[src/hdl/spq_pkg.sv]
// Package with the command and status codes and shared types of the sorted priority queue.
package spq_pkg;

    // Fixed field widths.
    localparam int PRIO_BITS   = 32;
    localparam int TAG_W       = 16;
    localparam int CMD_W       = 2;
    localparam int STATUS_W    = 2;
    localparam int COUNT_W     = 7;
    localparam int S_DATA_W    = 48;
    localparam int M_DATA_W    = 104;

    // Command codes carried in the slave-side tuser.
    localparam logic [CMD_W-1:0] CMD_ENQUEUE = 2'd0;
    localparam logic [CMD_W-1:0] CMD_DEQUEUE = 2'd1;
    localparam logic [CMD_W-1:0] CMD_CLEAR   = 2'd2;

    // Status codes carried in the master-side tuser.
    localparam logic [STATUS_W-1:0] STATUS_OK    = 2'd0;
    localparam logic [STATUS_W-1:0] STATUS_EMPTY = 2'd1;
    localparam logic [STATUS_W-1:0] STATUS_FULL  = 2'd2;

    // Per-cycle shift control that every cell of the chain sees.
    typedef struct packed {
        logic enq;
        logic deq;
    } t_cell_ctrl;

endpackage

[src/hdl/spq_cell.sv]
// One cell of the sorted chain: holds a single entry and shifts it to or from its neighbors.
module spq_cell #(
    parameter int TAG_BITS = 16
) (
    input  logic                          i_clk,
    input  spq_pkg::t_cell_ctrl           i_ctrl,
    input  logic                          i_occupied,
    input  logic                          i_left_lt,
    input  logic signed [31:0]            i_new_prio,
    input  logic [TAG_BITS-1:0]           i_new_tag,
    input  logic signed [31:0]            i_left_prio,
    input  logic [TAG_BITS-1:0]           i_left_tag,
    input  logic signed [31:0]            i_right_prio,
    input  logic [TAG_BITS-1:0]           i_right_tag,
    output logic                          o_lt,
    output logic signed [31:0]            o_prio,
    output logic [TAG_BITS-1:0]           o_tag,
    output logic signed [31:0]            o_next_prio,
    output logic [TAG_BITS-1:0]           o_next_tag
);
    import spq_pkg::*;

    logic signed [PRIO_BITS-1:0] r_prio, n_prio;
    logic [TAG_BITS-1:0]         r_tag, n_tag;

    // An occupied cell whose priority is below the new one keeps its place on an enqueue.
    assign o_lt = i_occupied && (r_prio < i_new_prio);

    // Next entry: hold, take the new entry, take the left neighbor, or take the right one.
    always_comb begin
        n_prio = r_prio;
        n_tag  = r_tag;
        if (i_ctrl.enq) begin
            if (!i_left_lt) begin
                n_prio = i_left_prio;
                n_tag  = i_left_tag;
            end else if (!o_lt) begin
                n_prio = i_new_prio;
                n_tag  = i_new_tag;
            end
        end else if (i_ctrl.deq) begin
            n_prio = i_right_prio;
            n_tag  = i_right_tag;
        end
    end

    // Entry storage; the payload needs no reset.
    always_ff @(posedge i_clk) begin
        r_prio <= n_prio;
        r_tag  <= n_tag;
    end

    assign o_prio      = r_prio;
    assign o_tag       = r_tag;
    assign o_next_prio = n_prio;
    assign o_next_tag  = n_tag;

endmodule

[config.mk]
export PLATFORM = sky130hd
export DESIGN_NAME = spq_cell
export DESIGN_NICKNAME = d
export VERILOG_FILES = /design/src/hdl/spq_pkg.sv /design/src/hdl/spq_cell.sv
export SDC_FILE = /design/constraint.sdc
export NUM_CORES = 1
export LEC_CHECK = 0
export BUFFER_PORTS_ARGS = -buffer_cell sky130_fd_sc_hd__buf_2
export CORE_MARGIN = 4
export CORE_UTILIZATION = 41
export CTS_CLUSTER_SIZE = 20
export DETAILED_ROUTE_END_ITERATION = 12
export PLACE_DENSITY = 0.82
export SLEW_MARGIN = 10
export SYNTH_ARGS = -nofsm -noshare
export SYNTH_HDL_FRONTEND = slang
export SYNTH_SLANG_ARGS = --single-unit
export TNS_END_PERCENT = 30
[constraint.sdc]
create_clock -name i_clk -period 2.85 [get_ports i_clk]
set_clock_uncertainty 0.05 [all_clocks]
set_input_delay 0.1425 -clock i_clk [delete_from_list [all_inputs] [get_ports i_clk]]
set_output_delay 0.1425 -clock i_clk [all_outputs]
set_load 0.01 [all_outputs]
==> flow_summary.toml <==
[worst_setup_path]
crit_path_frequent_cell = "buf_12"
crit_fanout = 8
rr_startpoint = "o_prio[29]"
cp_num_buf_inv = 4
worstSetupStartpointType = "flip-flop"
cpLargestDelayFamily = "simple AND/OR/NAND/NOR gates"
worstSetupPathType = "reg -> out"
crit_required_ps = 2660
max_stage_delay_ps = 570
cp-end-kind = "output pin"
r2r_slack_ps = -80
path_cells = "ha_1 -> nand4_1 -> or4_4 -> a31oi_4 -> o32ai_4 -> buf_6 -> a21oi_4 -> buf_12 -> buf_12 -> a221o_1 -> buf_2"
r2r_end = "o_prio[27]"
ff2ff_path_depth = 11
cp_slowest_cell = "or4_4"
cp.arrival_ps = 2920

[placement]
place_congestion = 0.938
hpwl_um = 10200
portBuffers = 245
placed_cells_incl_taps = 737
place_ws_ps = -193

[clock_tree]
ctsHoldBuffers = 0
ctsRootBufferMaster = "clkbuf_8"
cts_buffer_depth = 2
cts_tree = "built"
clock_latency_ps = 310
cts-buffers-inserted = 5
cts.clk_slew.worst_paths_ps = 100
cts_max_level = 2
numClockSinks = 48

[finish]
stdcell_count = 772
fin_nets = 848
syn_to_final_growth_pct = 65.3
layout-drive-gt1-share_pct = 51.3
fill_cells = 632

[detailed_routing]
drc = 0
drt-wirelength-per-cell_um = 17.4
firstDrtPassIters = 5
drt_wl_total_um = 13400
dr.first_iter.drc_count = 139
via_per_inst = 5.43
route.vias.total = 4190
ant_nets = 0

[sta]
slew_viol_final = 0
fin_crit_sh_pct = 109
holdWs_ps = 25.3
rsz0062_at_grt = "yes"
timing.final.ws_setup_ps = -264
fmax_ghz = 0.321
fin_tns_setup_ps = -11570
hold_violations = 0
worst_pin_slew_ps = 709
relSlewSlack_pct = 52.7
final-setup-viol-count = 49
min_period_ps = 3110

[power_and_ir_drop]
switching_share_pct = 35.3
p_switching_mw = 0.884
power_frac_clock_pct = 20.5
p_leak_nw = 2.90
p_int_mw = 1.62
p_seq_share_pct = 34.4
p_per_area_nw_per_um2 = 462
pwr-share-comb_pct = 45.1
ir_worst_vdd_mv = 0.207

[status]
status = "finished with violations"
failed_checks = "setup timing"

[die]
dieArea_um2 = 9490
start_util_pct = 42.2
die_x_um = 97.4
die_y_um = 97.4
io_pins = 246
rows = 32
core-area_um2 = 7770

[logic_synthesis]
syn_area_per_cell_um2 = 8.60
syn_area_um2 = 3280
yosysUniqueCellTypes = 31
yosys.area.top_type_share_pct = 29.3
synthCells = 381
seq_area_frac_synth_pct = 29.3
yosys.area.top_type = "dfxtp_1"
synth.area.top_cells = "dfxtp_1 (29%), a221o_1 (15%), mux2i_1 (15%), ha_1 (12%), o21ai_0 (7.8%)"
syn_nets = 561
ys_warn_count = 0
synth_seq_cells = 48

[global_routing]
gr-usage-all-layers_pct = 26.8
grt_pass1_vias = 4305
grt_first_pass_wirelength_um = 21200
grt_remaining_overflow = 0
antenna_found_initial = 1
grt_max_degree = 52

[hold_path]
worstHoldPathCells = 2
holdPathEnd = "o_tag[9]"
min_from = "i_new_tag[9]"
min_path_type = "in -> reg"

[run]
drv_cap = 0
-- per-stage QoR --
step	area (µm²)	total power [mW]	utilization, %
after floorplan	3280	1.34	-
after global routing	5420	2.65	69.7
final	5420	2.50	69.7
after detailed placement	4830	1.84	62.1
after global placement	4830	1.81	62.1
after CTS	5320	2.47	68.5
-- routing by layer --
layer / wire, µm / vias up / track usage [%]
met4: 345 / 0 / 9.80
met3: 1060 / 24 / 4.95
met1: 5080 / 1940 / 31.2
met5: 0 / - / 0
li1: - / 2003 / -
met2: 6910 / 223 / 48.7
-- area by class of cell --
type | instances | area [µm²] | area share, %
clock inverter | 3 | 42.5 | 0.785
timing repair buffer | 306 | 1820 | 33.6
inverter | 32 | 120 | 2.22
sequential | 48 | 975 | 18.0
clock buffer | 5 | 68.8 | 1.27
tap | 102 | 128 | 2.36
antenna | 1 | 2.50 | 0.0462
multi-input combinational | 275 | 2260 | 41.7
-- cells by family after synthesis --
family / Yosys count / share of synthesized area [%]
AO/OA/AOI/OAI: 120 / 26.4
AND/OR/NAND/NOR: 76 / 10.3
buffers and inverters: 58 / 7.45
multiplexers: 48 / 14.7
flip-flops: 48 / 29.3
adder cells (fa/ha/maj): 31 / 11.8
-- Yosys cell counts (all sizes together) --
master and count:
a21o 1, or4b 1, a221oi 1, nand3 2
nor2b 1, o21ai 51, o32ai 1, a21oi 13
ha 31, clkbuf 16, nor2 2, a2bb2oi 1
a2111oi 1, and2 1, nand4b 1, buf 10
o21a 2, inv 32, nand2 56, a221o 48
nand2b 1, dfxtp 48, or4 1, a31oi 1
and4 1, mux2i 48, nor3 2, nand4 6
nand3b 1
-- how the worst max path moves through the flow --
stage | start | endpoint | slack [ps] | cells past startpoint
floorplan | o_prio[14] | o_prio[11] | 140 | 10
global placement | o_prio[1] | o_next_prio[27] | -120 | 11
detailed placement | o_prio[1] | o_next_tag[0] | -190 | 11
CTS | o_prio[15] | o_next_prio[4] | -270 | 12
global route | o_prio[15] | o_next_prio[1] | -410 | 12
finish | o_prio[29] | o_next_prio[1] | -260 | 11
-- power by group through the flow --
stage	sequential (mW)	clock (mW)	combinational (mW)
6_report	0.860	0.513	1.13
5_1_grt	0.873	0.558	1.22
4_1_cts	0.857	0.522	1.10
3_3_place_gp	0.860	0	0.948
2_1_floorplan	0.906	0	0.436
3_5_place_dp	0.867	0	0.973
-- state kept, by name, summed over array words and instances (netlist names) --
signal	count
o_prio	32
o_tag	16
-- cells in the final DEF, fill, tap and decap left out, types with 4 or more instances in the layout --
master	Yosys	routed
a21oi_1	13	10
a221o_1	48	48
buf_12	0	4
buf_2	3	244
buf_4	0	49
buf_6	3	5
clkbuf_8	0	5
dfxtp_1	48	39
dfxtp_2	0	8
ha_1	31	23
ha_4	0	7
inv_1	32	32
mux2i_1	48	48
nand2_1	56	56
nand4_1	6	6
o21ai_0	51	50
-- what timing repair did --
| action | in CTS | in global routing |
|---|---|---|
| setup buffers | 19 | 4 |
| resized for setup | 32 | 9 |
| setup endpoints to repair | 95 | 60 |
| pin swaps | 22 | 15 |
| cloned | 2 | 1 |
| hold endpoints to repair | 0 | 0 |
(Power assumes the default switching activity.)
